==> config.mk <==
export PLATFORM = sky130hd
export DESIGN_NAME = grc_front_flat
export DESIGN_NICKNAME = d
export VERILOG_FILES = /design/src/hw/rtl/grc_pkg.sv /design/src/hw/rtl/grc_if.sv /design/src/hw/rtl/grc_front.sv /design/src/flat_wrapper.sv
export SDC_FILE = /design/constraint.sdc
export NUM_CORES = 1
export LEC_CHECK = 0
export BUFFER_PORTS_ARGS = -buffer_cell sky130_fd_sc_hd__buf_2
export CAP_MARGIN = 20
export CORE_MARGIN = 1.5
export CORE_UTILIZATION = 47
export CTS_CLUSTER_SIZE = 20
export DETAILED_ROUTE_END_ITERATION = 10
export PLACE_DENSITY_LB_ADDON = 0.15
export SLEW_MARGIN = 5
export SYNTH_ARGS = -nofsm -noshare
export SYNTH_HDL_FRONTEND = slang
export SYNTH_SLANG_ARGS = --single-unit
==> constraint.sdc <==
create_clock -name clk_i -period 3.2 [get_ports clk_i]
set_clock_uncertainty 0.05 [all_clocks]
set_input_delay 0.16 -clock clk_i [delete_from_list [all_inputs] [get_ports clk_i]]
set_output_delay 0.16 -clock clk_i [all_outputs]
set_load 0.01 [all_outputs]
==> src/hw/rtl/grc_pkg.sv <==
package grc_pkg;

  // Fixed point and map geometry
  localparam int FRAC      = 16;
  localparam int ONE       = 1 << FRAC;
  localparam int HALF      = 1 << (FRAC - 1);
  localparam int MAP_BITS  = 6;
  localparam int MAP_SIZE  = 1 << MAP_BITS;
  localparam int CELL_AW   = 2 * MAP_BITS;
  localparam int CELLS     = MAP_SIZE * MAP_SIZE;
  localparam int MAX_STEPS = 20;
  localparam int STEP_W    = $clog2(MAX_STEPS + 1);

  // Field widths
  localparam int POS_W   = 22;
  localparam int VEC_W   = 18;
  localparam int SW_W    = 13;
  localparam int STRIP_W = 12;
  localparam int ID_W    = 8;
  localparam int OPEN_W  = 17;
  localparam int DIST_W  = 24;
  localparam int CFG_W   = 22;
  localparam int CFG_AW  = 3;

  // Datapath widths
  localparam int CAM_W  = 32;
  localparam int RD_W   = 33;
  localparam int DLT_W  = 33;
  localparam int SIDE_W = 38;
  localparam int RND_W  = 24;
  localparam int NUM_W  = 26;
  localparam int DIV_NW = 40;
  localparam int DIV_DW = 32;
  localparam int MUL_W  = 34;

  localparam logic [ID_W-1:0]   DOOR_A     = 8'd98;
  localparam logic [ID_W-1:0]   DOOR_B     = 8'd99;
  localparam logic [ID_W-1:0]   OUTSIDE_ID = 8'd1;
  localparam logic [DIST_W-1:0] DIST_MAX   = '1;
  localparam logic [DIV_NW-1:0] DLT_NUM    = DIV_NW'(64'd1 << (2 * FRAC));
  localparam logic signed [RND_W-1:0] RND_ONE  = RND_W'(ONE);
  localparam logic signed [RND_W-1:0] RND_HALF = RND_W'(HALF);

  typedef enum logic [CFG_AW-1:0] {
    REG_POS_X        = 3'd0,
    REG_POS_Y        = 3'd1,
    REG_DIR_X        = 3'd2,
    REG_DIR_Y        = 3'd3,
    REG_PLANE_X      = 3'd4,
    REG_PLANE_Y      = 3'd5,
    REG_SCREEN_WIDTH = 3'd6
  } cfg_reg_e;

  typedef enum logic {
    CMD_WRITE = 1'b0,
    CMD_CAST  = 1'b1
  } cmd_kind_e;

  typedef struct packed {
    logic [POS_W-1:0]        pos_x;
    logic [POS_W-1:0]        pos_y;
    logic signed [VEC_W-1:0] dir_x;
    logic signed [VEC_W-1:0] dir_y;
    logic signed [VEC_W-1:0] plane_x;
    logic signed [VEC_W-1:0] plane_y;
    logic [SW_W-1:0]         screen_width;
  } cfg_t;

  typedef struct packed {
    logic                  action;
    logic [MAP_BITS-1:0]   cell_x;
    logic [MAP_BITS-1:0]   cell_y;
    logic [ID_W-1:0]       cell_id;
    logic [OPEN_W-1:0]     door_open;
    logic [STRIP_W-1:0]    strip;
  } in_item_t;

  typedef struct packed {
    logic [DIST_W-1:0] distance;
    logic [FRAC-1:0]   wall_x;
    logic [ID_W-1:0]   hit_id;
    logic              horizontal;
    logic              door;
    logic              door_box;
    logic [OPEN_W-1:0] texture_offset;
    logic              hit;
  } out_item_t;

  typedef struct packed {
    cmd_kind_e          kind;
    logic [CELL_AW-1:0] addr;
    logic [ID_W-1:0]    id;
    logic [OPEN_W-1:0]  open;
    logic [STRIP_W-1:0] strip;
  } cmd_t;

  // Move a cell boundary by amt towards the ray's step direction
  function automatic logic signed [RND_W-1:0] rnd_move(input logic signed [RND_W-1:0] r,
                                                       input logic neg,
                                                       input logic signed [RND_W-1:0] amt);
    return neg ? r - amt : r + amt;
  endfunction

endpackage

==> src/hw/rtl/grc_if.sv <==
interface grc_in_if;
  logic               valid;
  logic               ready;
  grc_pkg::in_item_t  data;
  modport src (output valid, output data, input ready);
  modport snk (input valid, input data, output ready);
endinterface


==> src/hw/rtl/grc_front.sv <==
module grc_front (
  input  logic          clk_i,
  input  logic          rst_ni,
  grc_in_if.snk         in_i,
  input  logic          clr_done_i,
  output logic          cmd_valid_o,
  output grc_pkg::cmd_t cmd_o,
  input  logic          cmd_ready_i
);
  import grc_pkg::*;

  localparam int QD   = 2;
  localparam int QP_W = $clog2(QD);

  cmd_t            q_mem_q [QD];
  logic [QP_W-1:0] wptr_q, rptr_q;
  logic [QP_W:0]   cnt_q;
  logic            push, pop;
  cmd_t            cmd_new;

  // Classify the incoming transaction
  always_comb begin
    cmd_new.kind  = in_i.data.action ? CMD_CAST : CMD_WRITE;
    cmd_new.addr  = {in_i.data.cell_y, in_i.data.cell_x};
    cmd_new.id    = in_i.data.cell_id;
    cmd_new.open  = in_i.data.door_open;
    cmd_new.strip = in_i.data.strip;
  end

  assign in_i.ready  = clr_done_i && (cnt_q != (QP_W+1)'(QD));
  assign push        = in_i.valid && in_i.ready;
  assign cmd_valid_o = cnt_q != '0;
  assign pop         = cmd_valid_o && cmd_ready_i;
  assign cmd_o       = q_mem_q[rptr_q];

  // Short queue towards the back end
  always_ff @(posedge clk_i or negedge rst_ni) begin
    if (!rst_ni) begin
      wptr_q <= '0;
      rptr_q <= '0;
      cnt_q  <= '0;
    end else begin
      if (push) wptr_q <= wptr_q + 1'b1;
      if (pop)  rptr_q <= rptr_q + 1'b1;
      cnt_q <= cnt_q + (QP_W+1)'(push) - (QP_W+1)'(pop);
    end
  end

  always_ff @(posedge clk_i) begin
    if (push) q_mem_q[wptr_q] <= cmd_new;
  end

endmodule

==> src/flat_wrapper.sv <==
// flat-port wrapper written by rule: the top's interface ports become plain ports
module grc_front_flat import grc_pkg::*;
  (clk_i, rst_ni, clr_done_i, cmd_valid_o, cmd_o, cmd_ready_i, in_i_valid, in_i_data, in_i_ready);
  grc_in_if in_i_i ();
  input  logic clk_i;
  input  logic rst_ni;
  input  logic clr_done_i;
  output logic cmd_valid_o;
  output grc_pkg::cmd_t cmd_o;
  input  logic cmd_ready_i;
  input wire logic [$bits(in_i_i.valid)-1:0] in_i_valid;
  input wire logic [$bits(in_i_i.data)-1:0] in_i_data;
  output wire logic [$bits(in_i_i.ready)-1:0] in_i_ready;
  assign in_i_i.valid = in_i_valid;
  assign in_i_i.data = in_i_data;
  assign in_i_ready = in_i_i.ready;
  grc_front u_core (.clk_i(clk_i), .rst_ni(rst_ni), .in_i(in_i_i), .clr_done_i(clr_done_i), .cmd_valid_o(cmd_valid_o), .cmd_o(cmd_o), .cmd_ready_i(cmd_ready_i));
endmodule
* Word-level counts from Yosys, hierarchy flattened
Memory sizes are Yosys's and may differ from the RTL's.
Cells that the tools add are included.
** Operators by class
- Add/sub/neg operators :: 4
- Eq/ne operators :: 1
- Multiplexer cells :: 3
- Reductions and logical operators :: 4
** Operators with widths (number)
- 1-bit logical AND :: 3
- 1-bit two-way mux :: 3
- 1-bit adder (second input constant) :: 2
- 2-bit by 1-bit adder with 2-bit output :: 1
- 2-bit inequality test (second input constant) :: 1
- 2-bit nonzero test :: 1
- 2-bit by 1-bit subtractor with 2-bit output :: 1
** Storage, ports and cells
- Flip-flop bits (word level) :: 4
- RAM bits :: 100
- Input port bits :: 55
- Output and inout bits :: 52
- Word-level logic and storage cells :: 16
- Memories kept :: 1
** Memories
- u_core.q_mem_q :: depth 2, width 50, read ports 1, clocked after Yosys merged registers in 0, write ports 1, line grc_front.sv:15 : cmd_t q_mem_q [QD];

* Logic depth before layout (Yosys ltp)
Gate-level depths: netlist (run 1).
- Depth after elaboration :: 5
- Mapped depth :: 7
- Gate-level depth less buffers :: 7

* Worst setup path before layout (run 1)
Ideal clock, no wire load.
- Path type :: flip-flop to flip-flop
- Start :: register u_core.cnt_q[1]
- End :: memory u_core.q_mem_q[0][0] in the netlist's numbering (enable)
- Setup time :: 464 ps
- Arrival :: 2930 ps
- Required time :: 2686 ps
- Setup slack :: -243 ps
- Stages on the path, launching flop included :: 4
- Buffers on the path :: 0
- Clock period less this slack :: 3443 ps
- Path through :: dfrtp_1 nand2b_1 and3_2 nor2b_1
** On the way
- Cells in the longest elaborated chain, start to end :: 5
** Ends and longest elaborated chain
- from (decl) :: line grc_front.sv:17 : logic [QP_W:0] cnt_q;
- from (signal assigned) :: line grc_front.sv:45 : cnt_q <= cnt_q + (QP_W+1)'(push) - (QP_W+1)'(pop);
- 2-bit inequality test :: line grc_front.sv:30 : assign in_i.ready = clr_done_i && (cnt_q != (QP_W+1)'(QD));
- 1-bit logical AND :: line grc_front.sv:30
- 1-bit logical AND :: line grc_front.sv:31 : assign push = in_i.valid && in_i.ready;
- 1-bit two-way mux :: line grc_front.sv:50 : if (push) q_mem_q[wptr_q] <= cmd_new;
- 1-bit two-way mux (not written as such) :: line grc_front.sv:50
- to (decl) :: line grc_front.sv:15
Every way passes these cells.

==> results of run 1 <==
==> power by group through the flow <==
stage / combinational (mW) / clock [mW] / sequential (mW)
final: 1.12 / 0.731 / 1.93
after global routing: 1.20 / 0.809 / 1.96
after CTS: 1.13 / 0.749 / 1.94
after detailed placement: 1.08 / 0 / 1.97
after global placement: 1.08 / 0 / 1.96
after floorplan: 1.02 / 0 / 1.78
==> worst register-to-register path, cell delays in order, from the launching register on <==
cell,delay (ns)
dfrtp_1,0.41
nand2b_1,0.09
and3_2,0.23
and2_2,0.28
buf_4,0.53
==> kinds of logic (layout without fill, tap and decap cells) <==
family	Yosys count	after routing
flip-flops	104	104
multiplexers	50	50
adder cells (fa/ha/maj)	2	2
XOR/XNOR	4	4
AND/OR/NAND/NOR	7	7
buffers and inverters	8	177
==> flip-flops by register name (all words and copies together) (netlist names) <==
signal          count
u_core.cnt_q        2
u_core.q_mem_q    100
u_core.rptr_q       1
u_core.wptr_q       1
==> layout make-up <==
cell class	count	area, um2
sequential	104	3110
clock inverter	7	55.1
multi-input combinational	63	866
clock buffer	9	124
timing repair buffer	159	1060
inverter	2	7.51
tap	105	131
fill	598	2950
==> metal layers <==
layer  vias up  share of wire, %  GRT usage, %
li1       1007                 -             -
met1      1016                42          18.2
met2        59                52          25.6
met3         5               5.7          5.69
met4         0              0.77          5.39
met5         -                 0             0
==> synth_stat cells (all sizes together) <==
library cell	number	area, um2
and3	1	7.51
ha	2	25.0
or2	1	8.76
dfrtp	4	100
inv	2	7.51
buf	6	111
nand2b	1	6.26
xor2	2	17.5
xnor2	2	17.5
and2	3	21.3
mux2	50	747
edfxtp	100	3000
nor2b	1	6.26
==> path summary, 6_finish.rpt <==
path                       slack (ns)                   end       startpoint  cells past startpoint
max in group asynchronous        2.87         u_core.rptr_q           rst_ni                      2
max                              0.98             cmd_o[40]    u_core.rptr_q                      2
max reg2reg                      1.23  u_core.q_mem_q[1][4]  u_core.cnt_q[1]                      4
min in group asynchronous        0.09       u_core.cnt_q[1]           rst_ni                      2
min                              0.05         u_core.rptr_q      cmd_ready_i                      3
min reg2reg                      0.47       u_core.cnt_q[1]  u_core.cnt_q[1]                      1
==> through the flow <==
stage	utilization (%)	total power, mW
final	64.4	3.78
after global routing	64.4	3.97
after CTS	64.4	3.82
after detailed placement	56.1	3.04
after global placement	56.1	3.04
after floorplan	-	2.79
==> results.md, run 1 <==
- Switching portion of total power: 28.9%
- Commonest cells after routing, fill and taps aside: buf_2 (106), edfxtp_1 (100), dlygate4sd3_1 (51), mux2_4 (49), clkbuf_8 (9)
- Fin crit period: 2.22 ns
- Routed Antenna Nets: 0
- Slowest cell on the critical path: dfrtp_4
- CP cell instances: mux2_2, buf_2
- Final worst setup slack: 0.975 ns
- Via count: 2,087
- Sequential Power Share: 51.1%
- Clock share of power: 19.3%
- Fin. Hold Viols: 0
- Post-DR wirelength/cell: 15.3 um
- CP max FO: 51
- Die height: 96.2 um
- First DRT Iteration DRCs: 77
- First-pass GRT wire length: 9.92 mm
- Fin cells: 449
- Worst skew pair latency: 0.35 ns
- Hold slack: 0.0478 ns
- Status: finished, final reports clean
- Slew HR: 35.2%
- Fmax: 450 MHz
- Largest family of logic cells by synthesized area: multiplexers
- Post-Syn Instances: 175
- Placed Area: 4660 um2
- Gates resized, CTS repair: 0
- CTS sink count: 104
- Netlist Area Pre-Place: 4080 um2
- TNS Setup: 0 ns
- Max VDD drop: 0.513 mV
- Clock root cell: clkbuf_8
- Via density: 4.65
- Dpl ws: 1.23 ns
- Post-synthesis simple-gate area fraction: 1.23%
- WP data required: 2.99 ns
- H-tree levels: 3
- Die ar.: 9250 um2
- Synth Area per Inst: 23.3 um2
- Port Buffers: 106
- Critical path class: flip-flop to output pin
- Final setup viols: 0
- Row count: 33
- Hpwl dp: 3.96 mm
- Post-Synth Adder-Cell Area: 0.613%
- Worst Hold Class: primary input to flip-flop
- Mux cell area share after synthesis: 18.3%
- Layout Area Growth over Synthesis: 31.1%
- Synth warnings: 0
- CTS Buf Count: 9
- CTS clk-pin slew, worst paths: 0.09 ns
- CP delay by family, top: flip-flops
- Vias in the first global route: 2,014
- LEAKAGE: 2.16 nW
- NetSw: 1.09 mW
- Yosys reg bits: 104
- Post-Syn Nets: 232
- Share of cells above drive strength 1: 52.3%
- Internal power: 2.68 mW
- Design Area, Final: 5350 um2
- Combinational Power Share: 29.5%
- GP Congestion: 0.736
- # nets final: 396
- Die Wd: 96.2 um
- Core outline area: 8300 um2
- CP Buf/Inv Count: 1
- Clk buf depth: 2
- CTS tree: yes
- Initial antenna violation count: 0
- Hold_buf cts: 51
- Largest net degree at the start of global routing: 52
- Placed cells: 382
- Pre-Repair DR Iteration Count: 4
- RSZ-0062 raised after global routing: no
- Worst setup SP type: flip-flop
- WL final: 6.85 mm
- Max incr delay on CP: 1.08 ns
- Slew @ Worst Pin: 0.972 ns
- Starting density of the core: 49.1%
- Pwr Density: 706 nW/um2
- Compound-gate portion of the synthesized area: 0%
- Sequential area share after synthesis: 76.1%
- Antenna diode count: 0
- Setup Buffers After CTS: 0
- Most common cell after layout, fill and taps aside: buf_2
- GRT Overall Usage: 15.3%
- DRC viols: 0
- Grt ovf: 0
- Post-synth cell types: 16
- Post-Synth XOR/XNOR Area: 0.859%
- Slew Limit Fails: 0
- Period utilization: 69.5%
- Arr. time, crit path: 2.01 ns
- # IOs: 107
- Max-Cap Viols: 0
- Worst Setup End Kind: output pin
Note: power is estimated with default switching activity, not from simulation.
==> run 2, diff against run 1 <==
- clock period: 3.2 -> 2.01 ns (I/O delays scaled with it)
==> run 2 against run 1 <==
Effect of this change:
- sequential power is 49% higher
- final area is 2.3% higher
- hold slack worse by 0.023 ns
- combinational power up 85%
- routed wire length is 0.20% lower
- core utilization increased by 1.5 points
- total power increased by 65%
- sequential share of layout area fell by 1.3 points
- critical endpoint is now cmd_o[5]
==> results.md, run 2 (same netlist as run 1, synthesis figures left out) <==
- Status: finished, final reports clean (unchanged)
- LEAKAGE: 2.22 nW (was 2.16 nW)
- Row count: 33 (unchanged)
- CTS tree: yes (unchanged)
- Final setup viols: 0 (unchanged)
- Placed Area: 4750 um2 (was 4660 um2)
- Critical path class: flip-flop to output pin (unchanged)
- Met2 track demand over resource: 26.6% (was 25.6%)
- Commonest cells after routing, fill and taps aside: buf_2 (106), edfxtp_1 (100), dlygate4sd3_1 (52), mux2_4 (49), clkbuf_8 (9) (was buf_2 (106), edfxtp_1 (100), dlygate4sd3_1 (51), mux2_4 (49), clkbuf_8 (9))
- Period utilization: 93.8%
- Initial antenna violation count: 0 (unchanged)
- Slew Limit Fails: 0 (unchanged)
- CP max FO: 23 (was 51)
- # IOs: 107 (unchanged)
- Via count: 2,135 (was 2,087)
- Slew HR: 77.6% (was 35.2%)
- Final worst setup slack: 0.125 ns (was 0.975 ns)
- Slew @ Worst Pin: 0.335 ns (was 0.972 ns)
- FILL cells: 600 (was 598)
- Total power: 6.25 mW (was 3.78 mW)
- H-tree levels: 3 (unchanged)
- GP Congestion: 0.708 (was 0.736)
- Hpwl dp: 4.16 mm (was 3.96 mm)
- Largest register by flop count: u_core.q_mem_q (unchanged)
- WP data required: 1.86 ns (was 2.99 ns)
- Worst Hold Class: primary input to asynchronous set/reset pin (was primary input to flip-flop)
- DRC viols: 0 (unchanged)
- First DRT Iteration DRCs: 72 (was 77)
- Largest regs: u_core.q_mem_q x100, u_core.cnt_q x2 (unchanged)
- Clk buf depth: 2 (unchanged)
- RSZ-0062 raised after global routing: no (unchanged)
- Core outline area: 8300 um2 (unchanged)
- Slowest cell on the critical path: dfrtp_4 (unchanged)
- Vias in the first global route: 2,210 (was 2,014)
- Pwr Density: 1140 nW/um2 (was 706 nW/um2)
- Max-Cap Viols: 0 (unchanged)
- Dpl ws: 0.253 ns (was 1.23 ns)
- Met3 usage: 3.95% (was 5.69%)
- Arr. time, crit path: 1.73 ns (was 2.01 ns)
- WL final: 6.84 mm (was 6.85 mm)
- Clock root cell: clkbuf_8 (unchanged)
- RR Startpoint: u_core.cnt_q[1] (unchanged)
- Largest net degree at the start of global routing: 31 (was 52)
- Pre-Repair DR Iteration Count: 6 (was 4)
- Die Wd: 96.2 um (unchanged)
- Max reg flops: 100 (unchanged)
- Gates resized, CTS repair: 0 (unchanged)
- Port Buffers: 106 (unchanged)
- Fmax: 531 MHz
- CTS Buf Count: 9 (unchanged)
- Worst setup SP type: flip-flop (unchanged)
- GRT Overall Usage: 15.3% (about the same)
- Worst skew pair latency: 0.35 ns (about the same)
- Fin. Hold Viols: 0 (unchanged)
- Die height: 96.2 um (unchanged)
- Max VDD drop: 0.552 mV (was 0.513 mV)
- Post-DR wirelength/cell: 15.1 um (was 15.3 um)
- Fin crit period: 1.88 ns
- Most common cell after layout, fill and taps aside: buf_2 (unchanged)
- CTS sink count: 104 (unchanged)
- Via density: 4.70 (was 4.65)
- Layout Area Growth over Synthesis: 34.1% (was 31.1%)
- First-pass GRT wire length: 10.2 mm (was 9.92 mm)
- GR Util met1: 17.5% (was 18.2%)
- Worst Setup End Kind: output pin (unchanged)
- Multi-input combinational cell area: 866 um2 (unchanged)
- Routed Antenna Nets: 0 (unchanged)
- Design Area, Final: 5470 um2 (was 5350 um2)
- Busiest grt layer: met2 (unchanged)
- Starting density of the core: 49.1% (unchanged)
- Seq. cell area: 3110 um2 (unchanged)
- CP cell instances: buf_12, mux2_4, buf_2 (was mux2_2, buf_2)
- Die ar.: 9250 um2 (unchanged)
- Antenna diode count: 0 (unchanged)
- Grt ovf: 0 (unchanged)
- # nets final: 401 (was 396)
- Hold slack: 0.0248 ns (was 0.0478 ns)
- Max incr delay on CP: 0.64 ns (was 1.08 ns)
- Share of cells above drive strength 1: 52.7% (was 52.3%)
- TNS Setup: 0 ns (unchanged)
- Critical path origin: u_core.rptr_q (unchanged)
- CTS clk-pin slew, worst paths: 0.09 ns (about the same)
[run 2: cell types whose count changed in the layout (fill, tap and decap cells not counted)]
| cell | before | now |
|---|---|---|
| clkinv_2 | 2 | 1 |
| buf_12 | 0 | 5 |
| clkinv_4 | 2 | 1 |
| bufinv_16 | 0 | 1 |
| inv_6 | 1 | 3 |
| inv_8 | 1 | 0 |
| dlygate4sd3_1 | 51 | 52 |
| buf_4 | 2 | 1 |
[run 2: path summary, 6_finish.rpt]
check                                   to  slack [ns]  cells past startpoint
max                               cmd_o[5]        0.13                      3
min                        u_core.cnt_q[0]        0.02                      2
max reg2reg                u_core.cnt_q[1]        0.26                      7
min reg2reg                u_core.cnt_q[1]        0.46                      1
max in group asynchronous    u_core.rptr_q        1.75                      2
min in group clk_i           u_core.wptr_q        0.10                      3
[run 2: worst max-delay path, delay by kind of cell, from the launching register on]
family   cells  cell delay [ns]
mux          1             0.33
buf+inv      2             0.40
flops        1             0.64
[run 2: routing by layer]
metal  up-vias  part of all wire (%)
li1       1016                     -
met1      1030                    40
met2        73                    53
met3        16                   5.1
met4         0                   2.2
met5         -                     0
[run 2: through the flow]
step,std cells,util (%)
floorplan,175,-
global placement,386,57.2
detailed placement,386,57.2
CTS,454,65.9
global route,454,65.9
finish,454,65.9
[run 2: layout make-up]
| cell class | count | area share, % |
|---|---|---|
| Timing Repair Buffer | 164 | 21.2 |
| Multi-Input combinational cell | 63 | 15.8 |
| Tap cell | 105 | 2.40 |
| Clock inverter | 7 | 1.42 |
| Sequential cell | 104 | 56.8 |
| Inverter | 2 | 0.137 |
| Clock buffer | 9 | 2.26 |
[run 2: what timing repair did]
action,CTS,global route
setup buffers,0,0
hold buffers,52,0
hold endpoints to repair,105,0
[run 2: power by group]
part / internal (mW) / leakage [nW] / switching, mW
Sequential: 2.71 / 0.960 / 0.173
Clock: 0.589 / 0.101 / 0.705
Combinational: 1.19 / 1.16 / 0.885
Total: 4.48 / 2.22 / 1.76
==> run 3, diff against run 2 <==
==> constraint.sdc (replaced) <==
create_clock -name clk_i -period 2.01 [get_ports clk_i]
set_clock_uncertainty 0.05 [all_clocks]
set_input_delay 0 -clock clk_i [delete_from_list [all_inputs] [get_ports clk_i]]
set_output_delay 0 -clock clk_i [all_outputs]
set_load 0.01 [all_outputs]
==> run 3 against run 2 <==
Effect of this change:
- non-clock buffer count increased by 3
- sequential cell count unchanged
- sequential share of layout area decreased by 0.052 points
- clock power about the same
- final area about the same
- register-to-register slack about the same
- core utilization increased by 0.060 points
- die area unchanged
- routed wire length decreased by 5.1%
- critical path depth increased by 4
- largest power group unchanged
==> results.md, run 3 (same netlist as run 1, synthesis figures left out) <==
- Hold slack: 0.0590 ns (was 0.0248 ns)
- First DRT Iteration DRCs: 66 (was 72)
- Status: finished, final reports clean (unchanged)
- Via count: 2,077 (was 2,135)
- Vias in the first global route: 2,106 (was 2,210)
- CTS tree: yes (unchanged)
- Slew @ Worst Pin: 0.407 ns (was 0.335 ns)
- Period utilization: 87.0% (was 93.8%)
- WL final: 6.48 mm (was 6.84 mm)
- Clk buf depth: 2 (unchanged)
- RR Startpoint: u_core.cnt_q[1] (unchanged)
- # IOs: 107 (unchanged)
- GP Congestion: 0.701 (was 0.708)
- Die height: 96.2 um (unchanged)
- Core outline area: 8300 um2 (unchanged)
- WP data required: 2.23 ns (was 1.86 ns)
- Hpwl dp: 4.04 mm (was 4.16 mm)
- Die ar.: 9250 um2 (unchanged)
- CP max FO: 3 (was 23)
- Fin. Hold Viols: 0 (unchanged)
- CP cell instances: or2_4, and2_4, ha_1, inv_1, ha_1, xnor2_1, xnor2_1 (was buf_12, mux2_4, buf_2)
- Worst setup SP type: flip-flop (unchanged)
- DRC viols: 0 (unchanged)
- Worst Hold Class: primary input to flip-flop (was primary input to asynchronous set/reset pin)
- Max-Cap Viols: 0 (unchanged)
- Total power: 6.19 mW (was 6.25 mW)
- Port Buffers: 106 (unchanged)
- R2r endpoint: u_core.cnt_q[1] (unchanged)
- Final setup viols: 0 (unchanged)
- FILL cells: 579 (was 600)
- Slew Limit Fails: 0 (unchanged)
- Row count: 33 (unchanged)
- Worst Setup End Kind: flip-flop (was output pin)
- Share of cells above drive strength 1: 52.3% (was 52.7%)
- Starting density of the core: 49.1% (unchanged)
- Post-DR wirelength/cell: 14.2 um (was 15.1 um)
- Die Wd: 96.2 um (unchanged)
- Most common cell after layout, fill and taps aside: buf_2 (unchanged)
- Slowest cell on the critical path: dfrtp_1 (was dfrtp_4)
- Max reg flops: 100 (unchanged)
- CTS Buf Count: 9 (unchanged)
- Max VDD drop: 0.619 mV (was 0.552 mV)
- Largest regs: u_core.q_mem_q x100, u_core.cnt_q x2 (unchanged)
- Max incr delay on CP: 0.42 ns (was 0.64 ns)
- First-pass GRT wire length: 9.75 mm (was 10.2 mm)
- Pre-Repair DR Iteration Count: 4 (was 6)
- CTS clk-pin slew, worst paths: 0.09 ns (about the same)
- Layout Area Growth over Synthesis: 34.3% (was 34.1%)
- Pwr Density: 1130 nW/um2 (was 1140 nW/um2)
- Seq. cell area: 3110 um2 (unchanged)
- GRT Overall Usage: 14.9% (was 15.3%)
- Routed Antenna Nets: 0 (unchanged)
- Multi-input combinational cell area: 866 um2 (unchanged)
- Worst reg2reg path depth: 7 (unchanged)
- Arr. time, crit path: 1.97 ns (was 1.73 ns)
- Fin crit period: 1.75 ns (was 1.88 ns)
- # nets final: 404 (was 401)
- Worst skew pair latency: 0.35 ns (about the same)
- RSZ-0062 raised after global routing: no (unchanged)
- Largest register by flop count: u_core.q_mem_q (unchanged)
- Slew HR: 72.8% (was 77.6%)
- Antenna diode count: 0 (unchanged)
- Crit path to: u_core.cnt_q[1] (was cmd_o[5])
- Setup Buffers After CTS: 0 (unchanged)
- Via density: 4.54 (was 4.70)
- Clock root cell: clkbuf_8 (unchanged)
- Fmax: 572 MHz (was 531 MHz)
- Grt ovf: 0 (unchanged)
- CTS sink count: 104 (unchanged)
- Initial antenna violation count: 0 (unchanged)
- Critical path origin: u_core.cnt_q[1] (was u_core.rptr_q)
- Fin cells: 457 (was 454)
- H-tree levels: 3 (unchanged)
- TNS Setup: 0 ns (unchanged)
- Largest net degree at the start of global routing: 30 (was 31)
- Commonest cells after routing, fill and taps aside: buf_2 (106), edfxtp_1 (100), dlygate4sd3_1 (55), mux2_4 (49), clkbuf_8 (9) (was buf_2 (106), edfxtp_1 (100), dlygate4sd3_1 (52), mux2_4 (49), clkbuf_8 (9))
- Placed cells: 386 (unchanged)
- Critical path class: flip-flop to flip-flop (was flip-flop to output pin)
- LEAKAGE: 2.23 nW (was 2.22 nW)
- R2r setup slk: 0.26 ns (about the same)
==> run 3: routing by layer <==
layer | vias to the layer above | global-route usage, % | wire [um]
met2 | 64 | 26.5 | 3410
met5 | - | 0 | 0
met3 | 8 | 4.34 | 376
met1 | 984 | 16.8 | 2620
met4 | 0 | 5.51 | 82
li1 | 1021 | - | -
==> run 3: timing repair <==
item	4_1_cts	5_1_grt
hold endpoints to repair	106	0
resized for setup	0	0
hold buffers	55	0
==> run 3: how the worst min path moves through the flow <==
stage               cells past startpoint  startpoint              end  slack [ns]
floorplan                               0      rst_ni  u_core.cnt_q[0]       -0.35
global placement                        1      rst_ni  u_core.cnt_q[1]       -0.24
detailed placement                      1      rst_ni    u_core.wptr_q       -0.24
CTS                                     3  clr_done_i  u_core.cnt_q[0]        0.03
global route                            3  clr_done_i  u_core.cnt_q[0]        0.09
finish                                  3  clr_done_i  u_core.cnt_q[0]        0.06
==> run 3: power breakdown <==
group	switching, mW	total, mW	internal [mW]
sequential	0.0933	2.80	2.71
combinational	0.946	2.11	1.16
clock	0.695	1.29	0.591
total	1.73	6.19	4.46
==> run 3: area by class of cell <==
class | count | share of cell area [%]
Clock inverter | 7 | 1.42
Tap cell | 105 | 2.40
Multi-Input combinational cell | 63 | 15.8
Inverter | 2 | 0.137
Sequential cell | 104 | 56.7
Timing Repair Buffer | 167 | 21.2
Clock buffer | 9 | 2.26
==> run 3: worst max-delay path, delay by kind of cell (launching register included) <==
family                   cells  cell delay (ns)
flip-flops                   1             0.42
AND/OR/NAND/NOR              2             0.42
buffers and inverters        1             0.04
XOR/XNOR                     2             0.30
adder cells (fa/ha/maj)      2             0.44
==> run 3: per-stage QoR <==
step                      setup slack, ns  utilization (%)  area, um2
after floorplan                    0.0751                -       4090
after global placement              0.321             56.9       4720
after detailed placement            0.283             56.9       4720
after CTS                           0.255             66.0       5480
after global routing                0.159             66.0       5480
final                               0.262             66.0       5480
